**src/hw/rtl/assert_macros.svh**
```systemverilog
// Assertion macros shared by the gate netlist simulator RTL.
// No dependencies; included by the modules that carry assertions.
`ifndef ASSERT_MACROS_SVH
`define ASSERT_MACROS_SVH
`ifndef ASSERT_OFF
`define ASSERT_CLK(lbl, clk, rstn, prop, msg) \
  lbl: assert property (@(posedge clk) disable iff (!rstn) prop) else $error(msg);
`define ASSERT_NEVER(lbl, clk, rstn, cond, msg) \
  lbl: assert property (@(posedge clk) disable iff (!rstn) !(cond)) else $error(msg);
`else
`define ASSERT_CLK(lbl, clk, rstn, prop, msg)
`define ASSERT_NEVER(lbl, clk, rstn, cond, msg)
`endif
`endif

```
**src/hw/rtl/gns_pkg.sv**
```systemverilog
// Package for the gate netlist simulator: field widths, codes, FSM states and
// the command/status structs between controller and datapath. No dependencies.
package gns_pkg;

  localparam int IDX_W         = 10;
  localparam int TYPE_W        = 3;
  localparam int LINK_W        = IDX_W + 1;
  localparam int TICK_W        = 32;
  localparam int DEF_MAX_GATES = 1024;

  typedef enum logic [1:0] {
    ACT_ADD     = 2'd0,
    ACT_CONNECT = 2'd1,
    ACT_TICK    = 2'd2,
    ACT_READ    = 2'd3
  } action_t;

  typedef enum logic [1:0] {
    ST_OK     = 2'd0,
    ST_FULL   = 2'd1,
    ST_BADIDX = 2'd2
  } status_t;

  localparam logic [TYPE_W-1:0] GT_WIRE = 3'd0;
  localparam logic [TYPE_W-1:0] GT_AND  = 3'd1;
  localparam logic [TYPE_W-1:0] GT_OR   = 3'd2;
  localparam logic [TYPE_W-1:0] GT_NOT  = 3'd3;
  localparam logic [TYPE_W-1:0] GT_XOR  = 3'd4;
  localparam logic [TYPE_W-1:0] GT_NAND = 3'd5;
  localparam logic [TYPE_W-1:0] GT_NOR  = 3'd6;

  typedef enum logic [3:0] {
    S_IDLE,
    S_DECODE,
    S_CONN_WR,
    S_COPY,
    S_COPY_DRAIN,
    S_EVAL,
    S_EVAL_DRAIN,
    S_TICK_END,
    S_RESP
  } ctrl_state_t;

  typedef struct packed {
    logic load;
    logic decode;
    logic add_wr;
    logic link_wr;
    logic idx_clr;
    logic idx_inc;
    logic copy_issue;
    logic eval_issue;
    logic tick_inc;
    logic emit;
  } gns_cmd_t;

  typedef struct packed {
    action_t action;
    logic    full;
    logic    tgt_ok;
    logic    src_ok;
    logic    gc_zero;
    logic    idx_last;
    logic    pipe_empty;
  } gns_stat_t;

endpackage

```
**src/hw/rtl/gns_ctrl.sv**
```systemverilog
// Controller of the gate netlist simulator: item sequencing and the two tick sweeps.
// Depends on gns_pkg and assert_macros.svh.
`include "assert_macros.svh"
module gns_ctrl import gns_pkg::*; (
  input  logic      clk,
  input  logic      rst_n,
  input  logic      start,
  output logic      busy,
  input  gns_stat_t stat_i,
  output gns_cmd_t  cmd_o
);

  ctrl_state_t st_r;
  ctrl_state_t st_nxt;

  always_comb begin
    st_nxt = st_r;
    unique case (st_r)
      S_IDLE: begin
        if (start) st_nxt = S_DECODE;
      end
      S_DECODE: begin
        unique case (stat_i.action)
          ACT_ADD:     st_nxt = S_RESP;
          ACT_CONNECT: st_nxt = (stat_i.tgt_ok && stat_i.src_ok) ? S_CONN_WR : S_RESP;
          ACT_TICK:    st_nxt = stat_i.gc_zero ? S_TICK_END : S_COPY;
          ACT_READ:    st_nxt = S_RESP;
          default:     st_nxt = S_RESP;
        endcase
      end
      S_CONN_WR: st_nxt = S_RESP;
      S_COPY: begin
        if (stat_i.idx_last) st_nxt = S_COPY_DRAIN;
      end
      S_COPY_DRAIN: begin
        if (stat_i.pipe_empty) st_nxt = S_EVAL;
      end
      S_EVAL: begin
        if (stat_i.idx_last) st_nxt = S_EVAL_DRAIN;
      end
      S_EVAL_DRAIN: begin
        if (stat_i.pipe_empty) st_nxt = S_TICK_END;
      end
      S_TICK_END: st_nxt = S_RESP;
      S_RESP:     st_nxt = S_IDLE;
      default:    st_nxt = S_IDLE;
    endcase
  end

  always_comb begin
    cmd_o = '0;
    unique case (st_r)
      S_IDLE: cmd_o.load = start;
      S_DECODE: begin
        cmd_o.decode  = 1'b1;
        cmd_o.add_wr  = (stat_i.action == ACT_ADD) && !stat_i.full;
        cmd_o.idx_clr = 1'b1;
      end
      S_CONN_WR: cmd_o.link_wr = 1'b1;
      S_COPY: begin
        cmd_o.copy_issue = 1'b1;
        cmd_o.idx_inc    = 1'b1;
      end
      S_COPY_DRAIN: cmd_o.idx_clr = 1'b1;
      S_EVAL: begin
        cmd_o.eval_issue = 1'b1;
        cmd_o.idx_inc    = 1'b1;
      end
      S_EVAL_DRAIN: cmd_o.idx_clr = 1'b0;
      S_TICK_END:   cmd_o.tick_inc = 1'b1;
      S_RESP:       cmd_o.emit = 1'b1;
      default:      cmd_o = '0;
    endcase
  end

  always_ff @(posedge clk) begin
    if (!rst_n) begin
      st_r <= S_IDLE;
    end else begin
      st_r <= st_nxt;
    end
  end

  assign busy = (st_r != S_IDLE);

  `ASSERT_CLK(a_accept, clk, rst_n, (st_r == S_IDLE && start) |=> st_r == S_DECODE, "accept")
  `ASSERT_CLK(a_emit, clk, rst_n, cmd_o.emit |=> st_r == S_IDLE, "result not last")
  `ASSERT_CLK(a_drain, clk, rst_n, (st_r == S_EVAL_DRAIN && stat_i.pipe_empty) |=> st_r == S_TICK_END, "drain")

endmodule

```
**config.mk**
```make
export PLATFORM = sky130hd
export DESIGN_NAME = gns_ctrl
export DESIGN_NICKNAME = d
export VERILOG_FILES = /design/src/hw/rtl/gns_pkg.sv /design/src/hw/rtl/gns_ctrl.sv
export VERILOG_INCLUDE_DIRS = /design/src /design/src/hw/rtl
export SDC_FILE = /design/constraint.sdc
export NUM_CORES = 1
export LEC_CHECK = 0
export BUFFER_PORTS_ARGS = -buffer_cell sky130_fd_sc_hd__buf_2
export CAP_MARGIN = 20
export CORE_AREA = 2 2 39 41
export DETAILED_ROUTE_END_ITERATION = 8
export DIE_AREA = 0 0 41 43
export GPL_TIMING_DRIVEN = 0
export PLACE_DENSITY = 0.67
export SLEW_MARGIN = 20
export SYNTH_ARGS = -nofsm -noshare
export SYNTH_HDL_FRONTEND = slang
export SYNTH_SLANG_ARGS = --single-unit
```
**constraint.sdc**
```tcl
create_clock -name clk -period 3.4 [get_ports clk]
set_input_delay 0 -clock clk [delete_from_list [all_inputs] [get_ports clk]]
set_output_delay 0 -clock clk [all_outputs]
set_load 0.01 [all_outputs]
```
==> summary.md, run 1 <==
| Metric | Value |
|---|---|
| Status | finished, final reports clean |
| Pre-CTS setup slack | 2070 ps |
| Hold EP | st_r[0] |
| Crit start category | register |
| Synth cell types | 28 |
| Largest register FFs | 4 |
| Clock Sinks | 4 |
| Area grow syn2layout | 33.4% |
| Async set-reset flop share out of synthesis | 0% |
| Worst slew pin tran | 408 ps |
| Iteration-0 DRC Markers | 5 |
| Final WL | 989 um |
| Largest net degree at the start of global routing | 11 |
| Seq/Total Area, Yosys | 18.1% |
| Yosys reg bits | 4 |
| Hold WC Path Type | primary input to register |
| Number of global-route vias before repair | 403 |
| Sw Pwr | 0.0559 mW |
| CP Max Fanout | 10 |
| Logic pwr share | 36.6% |
| Slowest Stage Delay on Critical Path | 290 ps |
| FF-to-FF Start | st_r[3] |
| Finished Cell Area | 589 sq um |
| Vert. Die Dim | 43 um |
| Die Wd | 41 um |
| Core Area | 0.00138 sq mm |
| Reg with most FFs | st_r |
| Clock transition at path regs | 40 ps |
| VDD IR max | 0.166 mV |
| Drt pass-1 iters | 4 |
| Mapped Nets | 72 |
| Wirelength per Cell | 10.1 um |
| Final Non-Filler Cells | 98 |
| H-tree Lvls | 1 |
| TNS Setup | 0 ps |
| P_int | 0.120 mW |
| Layout cell share with drive strength beyond 1 | 39.0% |
| Starting Density | 31.9% |
| Rows | 14 |
| RR Endpoint | st_r[1] |
| Final worst slack | 2030 ps |
| Mapped Cells | 58 |
| Clock tree buffer depth | 2 |
| WHS Path Cells | 2 |
| Top Ports | 22 |
| Grt ovf | 0 |
| Via count | 487 |
| Tmin final | 1370 ps |
| Net Sw Frac | 31.7% |
| Fin crit share | 40.2% |
| Cell taking the most area after synthesis | dfxtp_1 |
| CTS tree | done |
| RSZ-0062 raised after global routing | no |
| Reg2reg path depth | 4 |
| Avg Cell Area, Syn | 7.62 sq um |
| Routability cong. | 0.686 |
| Clk network pwr share | 32.0% |
| Largest cells by area after synthesis | dfxtp_1, ha_1, nand2b_1, a21oi_1, nor2_1 |
| Post-synth top area share | 18.1% |
| Final hold vios | 0 |
| Max_slew headroom | 72.1% |
| Die ar. | 0.00176 sq mm |
| Flop pwr share | 31.4% |
| Detail Placement HPWL | 792 um |
| Crit path cell chain | buf_4 -> buf_2 -> nor3_1 -> and3b_1 -> buf_2 |
| IO buf count | 21 |
| GRT Resource Usage Total | 13.1% |
| Post-CTS sizing | 0 |
| Post-layout util | 42.6% |
| Post-CTS setup buffer count | 0 |
| Number of antenna violations at the first check in global routing | 0 |
| Placed Instances | 95 |
| Num CTS Buffers | 3 |
| Setup violators final | 0 |
| Largest regs | st_r: 4 flops |
| Critical Path Most Common Cell | buf_2 |
| WP data arrival | 1370 ps |
| Power per cell area | 299 mW/mm^2 |
| Mapped cell area | 442 sq um |
| Post-DR vias/cell | 4.97 |
| Critical path type | register to output port |
| Slew Viols, Final | 0 |
| Hold Path Origin | rst_n |
| Clk_lat worst skew | 230 ps |
| First-pass GRT wire length | 1590 um |
| Antenna Violating Nets Remaining | 0 |
| R2r setup slk | 2070 ps |
| EDFF count, synth | 0 |
| CTS Hold Buffers Added | 0 |
| Worst Skew | 2.03 ps |
| Crit end category | output port |
| F_max | 732 MHz |
| Worst path slowest cell | dfxtp_1 |
| N_diodes | 0 |
| Final net count | 98 |
| Placed standard-cell area | 567 sq um |
| Critical Path RT | 3400 ps |
| Static leakage | 0.295 nW |
| Synth warn | 0 |
| Drc violations | 0 |
| Root Buffer | clkbuf_4 |
| Max-Cap Viols | 0 |
| Synth top cells by count | nand2b_1, nor2_1, a21oi_1, dfxtp_1 |
| Top FF cell, synth | dfxtp_1 |
## power groups by stage
stage	registers, mW	clock network (mW)	logic (mW)
after floorplan	0.0547	0	0.0440
after global placement	0.0559	0	0.0643
after detailed placement	0.0559	0	0.0650
after CTS	0.0552	0.0603	0.0651
after global routing	0.0557	0.0615	0.0742
final	0.0553	0.0563	0.0645
## worst max-delay path, delay by kind of cell (launching register included)
kind,cells,cell delay [ps]
buffers and inverters,3,450
flip-flops,1,290
AND/OR/NAND/NOR,2,400
## cells in the final DEF, fill, tap and decap left out, drive strengths merged
cell,instances
nor2b,2
nor4b,1
a21oi,4
a32o,1
a31oi,1
o21ai,2
dfxtp,4
inv,3
o41ai,1
and3,2
nand2,2
xnor2,2
and3b,1
buf,25
o21a,2
nor3,4
nand2b,5
nor3b,2
a211oi,1
clkbuf,4
or3b,1
a2111oi,3
ha,3
nor2,6
## kinds of logic after synthesis
| family | share of synthesized area (%) |
|---|---|
| XOR/XNOR | 3.97 |
| flip-flops | 18.1 |
| AO/OA/AOI/OAI | 25.5 |
| adder cells (fa/ha/maj) | 8.50 |
| buffers and inverters | 8.78 |
| AND/OR/NAND/NOR | 35.1 |
## stage by stage
| step | power (mW) | hold WS [ps] |
|---|---|---|
| CTS | 0.181 | 4.15 |
| global route | 0.191 | 26.9 |
| global placement | 0.120 | 242 |
| finish | 0.176 | 11.2 |
| detailed placement | 0.121 | 247 |
| floorplan | 0.0987 | 118 |
## worst max-delay path by stage
stage | cells past startpoint | slack, ps | startpoint | endpoint
finish | 5 | 2030 | st_r[2] | cmd_o[7]
global route | 4 | 1860 | st_r[3] | cmd_o[7]
CTS | 5 | 2020 | st_r[2] | cmd_o[7]
detailed placement | 4 | 2070 | st_r[3] | st_r[1]
global placement | 4 | 2060 | st_r[3] | st_r[1]
floorplan | 5 | 2180 | st_r[2] | st_r[1]
## metal layers
layer  GRT usage, %  routed length (um)  part of all wire, %  vias to the layer above
met5              0                   0                    0                        -
met4           10.0                   0                    0                        0
met3           1.57                  53                  5.4                        0
met2           20.9                 495                   50                       12
met1           14.5                 440                   44                      217
li1               -                   -                    -                      258
## cell type report
class                           instances  area, sq um
Buffer                                  5         27.5
Clock buffer                            3         22.5
Fill cell                             156          795
Inverter                                3         11.3
Multi-Input combinational cell         46          323
Sequential cell                         4         80.1
Tap cell                               16         20.0
Timing Repair Buffer                   21          105
(Power assumes the default switching activity.)
==> run 2, diff against run 1 <==
PLACE_DENSITY = 0.69   (was 0.67)
clock period = 1.2 ns   (was 3.4 ns; I/O delays follow)
==> run 2 against run 1 <==
Against the previous run: the flow now finishes with violations (negative setup slack); sequential share of layout area decreased by 1.2 points; cell count increased by 5.1%; critical path depth decreased by 1; global-route usage increased by 0.10 points; utilization increased by 13 points; hold slack got worse by 0.52 ps; clock power increased to 2.8 times the previous value; critical endpoint is now st_r[1]; critical path type is now register to register; worst setup slack got worse by 2100 ps.
==> summary.md, run 2 (synthesis results as in run 1) <==
| Metric | Value |
|---|---|
| Largest net degree at the start of global routing | 11 (unchanged) |
| Die ar. | 0.00176 sq mm (unchanged) |
| H-tree Lvls | 1 (unchanged) |
| Commonest cells after routing, fill and taps aside | buf_2, buf_4, a21oi_1, dfxtp_4 |
| Vert. Die Dim | 43 um (unchanged) |
| Cell depth of the worst setup path | 4 (-1) |
| Slowest Stage Delay on Critical Path | 420 ps (+130 ps) |
| Detail Placement HPWL | 798 um (+0.80%) |
| Clk_lat worst skew | 230 ps (about the same) |
| Total power | 0.593 mW (+240%) |
| FF-to-FF Start | st_r[2] |
| Final net count | 103 (+5.1%) |
| Crit start category | register |
| Largest register FFs | 4 (unchanged) |
| TNS Setup | -75.0 ps (-75.0 ps) |
| Reg2reg path depth | 4 (unchanged) |
| Iteration-0 DRC Markers | 10 (+5) |
| Hold Path Origin | rst_n |
| Reg with most FFs | st_r |
| Starting Density | 31.9% (unchanged) |
| Clock transition at path regs | 30 ps (about the same) |
| Worst slew pin tran | 368 ps (-39.6 ps) |
| F_max | 801 MHz |
| Number of fillers in the final layout | 132 (-15%) |
| VDD IR max | 0.523 mV (+220%) |
| Clock Sinks | 4 (unchanged) |
| Post-layout util | 55.3% (+13 points) |
| Root Buffer | clkbuf_4 |
| CP Max Fanout | 7 (-3) |
| Num CTS Buffers | 3 (unchanged) |
| First-pass GRT wire length | 1610 um (+1.7%) |
| Critical Path RT | 1320 ps (-2080 ps) |
| Top Ports | 22 (unchanged) |
| Final worst slack | -48.4 ps (-2080 ps) |
| Fin crit share | 104% |
| Largest regs | st_r: 4 flops |
| Status | finished with violations |
| IO buf count | 21 (unchanged) |
| Setup violators final | 2 (+2) |
| Crit end category | register |
| Via count | 535 (+9.9%) |
| Static leakage | 0.358 nW (+21%) |
| Commonest non-fill, non-tap cell in the layout | buf_2 |
| Crit path cell chain | or3b_4 -> o41ai_4 -> nor2_2 -> a32o_1 |
| Die Wd | 41 um (unchanged) |
| Max-Cap Viols | 0 (unchanged) |
| Power per cell area | 774 mW/mm^2 (+160%) |
| Drc violations | 0 (unchanged) |
| N_diodes | 0 (unchanged) |
| WP data arrival | 1360 ps (about the same) |
| GRT Resource Usage Total | 13.2% (+0.10 points) |
| Highest routed layer | met4 |
| Rows | 14 (unchanged) |
| RSZ-0062 raised after global routing | yes |
| Number of antenna violations at the first check in global routing | 0 (unchanged) |
| CTS tree | done |
| Failing checks | negative setup slack |
| Layout cell share with drive strength beyond 1 | 59.8% (+21 points) |
| Delay-heaviest family, CP | simple AND/OR/NAND/NOR gates |
| Critical path type | register to register |
| Final hold vios | 0 (unchanged) |
| Max_slew headroom | 74.8% (+2.7 points) |
| Number of global-route vias before repair | 461 (+14%) |
| Tmin final | 1250 ps |
| Worst setup startpoint | st_r[2] |
| Hold WC Path Type | primary input to register |
| Pre-CTS setup slack | -130 ps (-2200 ps) |
| WHS Path Cells | 2 (unchanged) |
| Wirelength per Cell | 12.2 um (+21%) |
| CTS Hold Buffers Added | 0 (unchanged) |
| Core Area | 0.00138 sq mm (unchanged) |
| Grt ovf | 0 (unchanged) |
| Clock tree buffer depth | 2 (unchanged) |
| Post-DR vias/cell | 5.19 (+4.5%) |
| Buf/Inv on CP | 0 (-3) |
| Post-Route M1 WL | 482 um (+9.5%) |
| Final WL | 1260 um (+27%) |
| Drt pass-1 iters | 4 (unchanged) |
| Slew Viols, Final | 0 (unchanged) |
| Metal2 WL | 697 um (+41%) |
| Worst path slowest cell | or3b_4 |
| Worst Skew | 0.481 ps (-1.55 ps) |
| WL met3 | 62 um (+17%) |
| Routability cong. | 0.700 (+2.0%) |
| Antenna Violating Nets Remaining | 0 (unchanged) |
| Area grow syn2layout | 73.4% |
run 2: changes by cell type in the layout (fill, tap and decap cells not counted), sizes merged:
cell    change
clkbuf      -1
buf         +6
run 2: layout make-up:
type                            count  area (sq um)  share of cell area [%]
Sequential cell                     4          95.1                    12.4
Tap cell                           16          20.0                    2.61
Timing Repair Buffer               28           158                    20.6
Multi-Input combinational cell     46           418                    54.6
Inverter                            3          11.3                    1.47
Buffer                              3          41.3                    5.39
Clock buffer                        3          22.5                    2.94
run 2: per-stage QoR:
step           cells  area (sq um)  hold slack [ps]
6_report         103           766             10.7
5_1_grt          103           766             24.2
2_1_floorplan     58           447              118
4_1_cts           98           654             1.73
3_3_place_gp      95           572              238
3_5_place_dp      95           572              247
run 2: metal layers:
metal  vias to the layer above  global-route usage, %
li1                        268                      -
met1                       245                   12.9
met2                        20                   23.8
met3                         2                   1.57
met4                         0                   8.00
met5                         -                      0
run 2: worst paths after layout:
path | to | slack, ps
min reg2reg | st_r[3] | 600
max | st_r[1] | -50
min | st_r[0] | 10
max reg2reg | st_r[1] | -50
run 2: repair_timing:
| action | 4_1_cts | 5_1_grt |
|---|---|---|
| buffers inserted | 2 | 5 |
| pin swaps | 5 | 4 |
| endpoints found under the setup margin | 13 | 10 |
| resized for setup | 17 | 16 |
run 2: worst reg2reg max path, stage by stage (launching register included):
cell     delay (ps)
dfxtp_4         380
or3b_4          420
o41ai_4          80
nor2_2           50
a32o_1          200
run 2: power by group:
part | internal (mW) | total [mW] | switching [mW]
logic | 0.143 | 0.265 | 0.122
registers | 0.142 | 0.169 | 0.0268
clock network | 0.111 | 0.158 | 0.0472
total | 0.396 | 0.593 | 0.196
==> run 3, diff against run 2 <==
PLACE_DENSITY = unset   (was 0.69)
==> run 3 against run 2 <==
Against the previous run: the flow still finishes with violations (negative setup slack); wire length rose by 0.40%; clock skew is 2.0 ps higher; via count fell by 0.19%; combinational power grew 9.8%; critical path depth unchanged; die area unchanged.
==> summary.md, run 3 (synthesis results as in run 1) <==
| Metric | Value |
|---|---|
| Vert. Die Dim | 43 um (unchanged) |
| Starting Density | 31.9% (unchanged) |
| Metal2 WL | 708 um (+1.6%) |
| Worst Skew | 2.52 ps (+2.04 ps) |
| Final net count | 107 (+3.9%) |
| Reg2reg path depth | 4 (unchanged) |
| H-tree Lvls | 1 (unchanged) |
| Commonest cells after routing, fill and taps aside | buf_2, buf_4, a21oi_1, dfxtp_4 |
| Status | finished with violations |
| Drt pass-1 iters | 2 (-2) |
| GRT Resource Usage Total | 15.8% (+2.7 points) |
| Grt ovf | 0 (unchanged) |
| Drc violations | 0 (unchanged) |
| Setup violators final | 2 (unchanged) |
| Top Ports | 22 (unchanged) |
| Final WL | 1260 um (+0.40%) |
| Largest regs | st_r: 4 flops |
| Worst slew pin tran | 331 ps (-36.7 ps) |
| Slowest Stage Delay on Critical Path | 410 ps (about the same) |
| Largest net degree at the start of global routing | 11 (unchanged) |
| Die Wd | 41 um (unchanged) |
| Largest register FFs | 4 (unchanged) |
| Hold WC Path Type | primary input to register |
| Routability cong. | 0.808 (+15%) |
| R2r setup slk | -20 ps (+30 ps) |
| Antenna Violating Nets Remaining | 0 (unchanged) |
| VDD IR max | 0.502 mV (-3.9%) |
| Iteration-0 DRC Markers | 2 (-8) |
| Crit start category | register |
| Commonest non-fill, non-tap cell in the layout | buf_2 |
| Clock Sinks | 4 (unchanged) |
| Power per cell area | 747 mW/mm^2 (-3.5%) |
| Critical Path RT | 1320 ps (about the same) |
| CTS tree | done |
| Hold EP | st_r[1] |
| Tmin final | 1220 ps (-27.5 ps) |
| WP data arrival | 1340 ps (-20 ps) |
| N_diodes | 0 (unchanged) |
| Critical path type | register to register |
| Clock transition at path regs | 40 ps (about the same) |
| Root Buffer | clkbuf_4 |
| Failing checks | negative setup slack |
| Layout cell share with drive strength beyond 1 | 62.6% (+2.9 points) |
| Number of global-route vias before repair | 466 (+1.1%) |
| Fin crit share | 102% (-2.3 points) |
| Clk_lat worst skew | 230 ps (about the same) |
| F_max | 819 MHz (+2.3%) |
| TNS Setup | -36.2 ps (+38.9 ps) |
| CP Max Fanout | 6 (-1) |
| Post-layout util | 59.5% (+4.2 points) |
| Num CTS Buffers | 3 (unchanged) |
| Post-Route M1 WL | 514 um (+6.6%) |
| Clock tree buffer depth | 2 (unchanged) |
| Via count | 534 (-0.19%) |
| Max-Cap Viols | 0 (unchanged) |
| Final worst slack | -21.0 ps (+27.5 ps) |
| Core Area | 0.00138 sq mm (unchanged) |
| Reg with most FFs | st_r |
| Post-DR vias/cell | 4.99 (-3.9%) |
| Wirelength per Cell | 11.8 um (-3.4%) |
| RSZ-0062 raised after global routing | yes |
| Final hold vios | 0 (unchanged) |
| Number of antenna violations at the first check in global routing | 0 (unchanged) |
| Static leakage | 0.381 nW (+6.4%) |
| Detail Placement HPWL | 811 um (+1.6%) |
| Hold Path Origin | stat_i[1] |
| Die ar. | 0.00176 sq mm (unchanged) |
| WHS Path Cells | 4 (+2) |
| WL met3 | 41 um (-34%) |
| Highest routed layer | met3 |
| Max_slew headroom | 77.8% (+3.0 points) |
| First-pass GRT wire length | 1910 um (+18%) |
| RR Endpoint | st_r[0] |
| Crit path cell chain | or3b_4 -> o41ai_4 -> a2111oi_2 -> o21a_1 |
| Rows | 14 (unchanged) |
| Worst path slowest cell | or3b_4 |
| IO buf count | 21 (unchanged) |
| Area grow syn2layout | 86.4% |
| Crit end category | register |
| FF-to-FF Start | st_r[2] |
| WHS | 163 ps (+152 ps) |
| Slew Viols, Final | 0 (unchanged) |
run 3: worst max-delay path by stage:
stage	to	slack, ps	start
5_1_grt	cmd_o[7]	-80	st_r[2]
4_1_cts	cmd_o[7]	-40	st_r[3]
6_report	st_r[0]	-20	st_r[2]
3_5_place_dp	st_r[1]	-140	st_r[3]
2_1_floorplan	st_r[1]	-10	st_r[2]
3_3_place_gp	st_r[1]	-130	st_r[3]
run 3: metal layers:
| metal | vias to the layer above | track usage [%] |
|---|---|---|
| met1 | 247 | 18.8 |
| met4 | 0 | 8.00 |
| li1 | 276 | - |
| met3 | 0 | 3.14 |
| met2 | 11 | 25.3 |
| met5 | - | 0 |
run 3: power breakdown:
part | total, mW | internal (mW) | switching, mW | leakage (nW)
Combinational | 0.291 | 0.161 | 0.130 | 0.332
Clock | 0.158 | 0.111 | 0.0465 | 0.0138
Sequential | 0.166 | 0.142 | 0.0242 | 0.0356
Total | 0.615 | 0.414 | 0.201 | 0.381
run 3: what timing repair did:
item                                    in CTS  in global routing
hold endpoints to repair                     1                  0
setup buffers                                4                  6
hold buffers                                 1                  0
resized for setup                           23                 18
endpoints found under the setup margin      14                 10
pin swaps                                    6                 10
run 3: cell type report:
| cell class | instances | area, sq um |
|---|---|---|
| inverters | 3 | 11.3 |
| fillers | 123 | 561 |
| multi-input cells | 46 | 432 |
| plain buffers | 3 | 45.0 |
| repair buffers | 32 | 198 |
| well taps | 16 | 20.0 |
| flip-flops and latches | 4 | 95.1 |
| clock buffers | 3 | 22.5 |
run 3: worst max-delay path, delay by kind of cell (launching register included):
| family | cells | cell delay (ps) |
|---|---|---|
| flops | 1 | 370 |
| compound gates | 3 | 330 |
| simple gates | 1 | 410 |
run 3: per-stage QoR:
step	cell area, sq um	total power, mW	instances	setup WS [ps]
6_report	823	0.615	107	-21.0
5_1_grt	823	0.665	107	-80.3
4_1_cts	708	0.563	101	-36.9
3_5_place_dp	572	0.345	95	-139
3_3_place_gp	572	0.342	95	-128
2_1_floorplan	447	0.281	58	-10.7
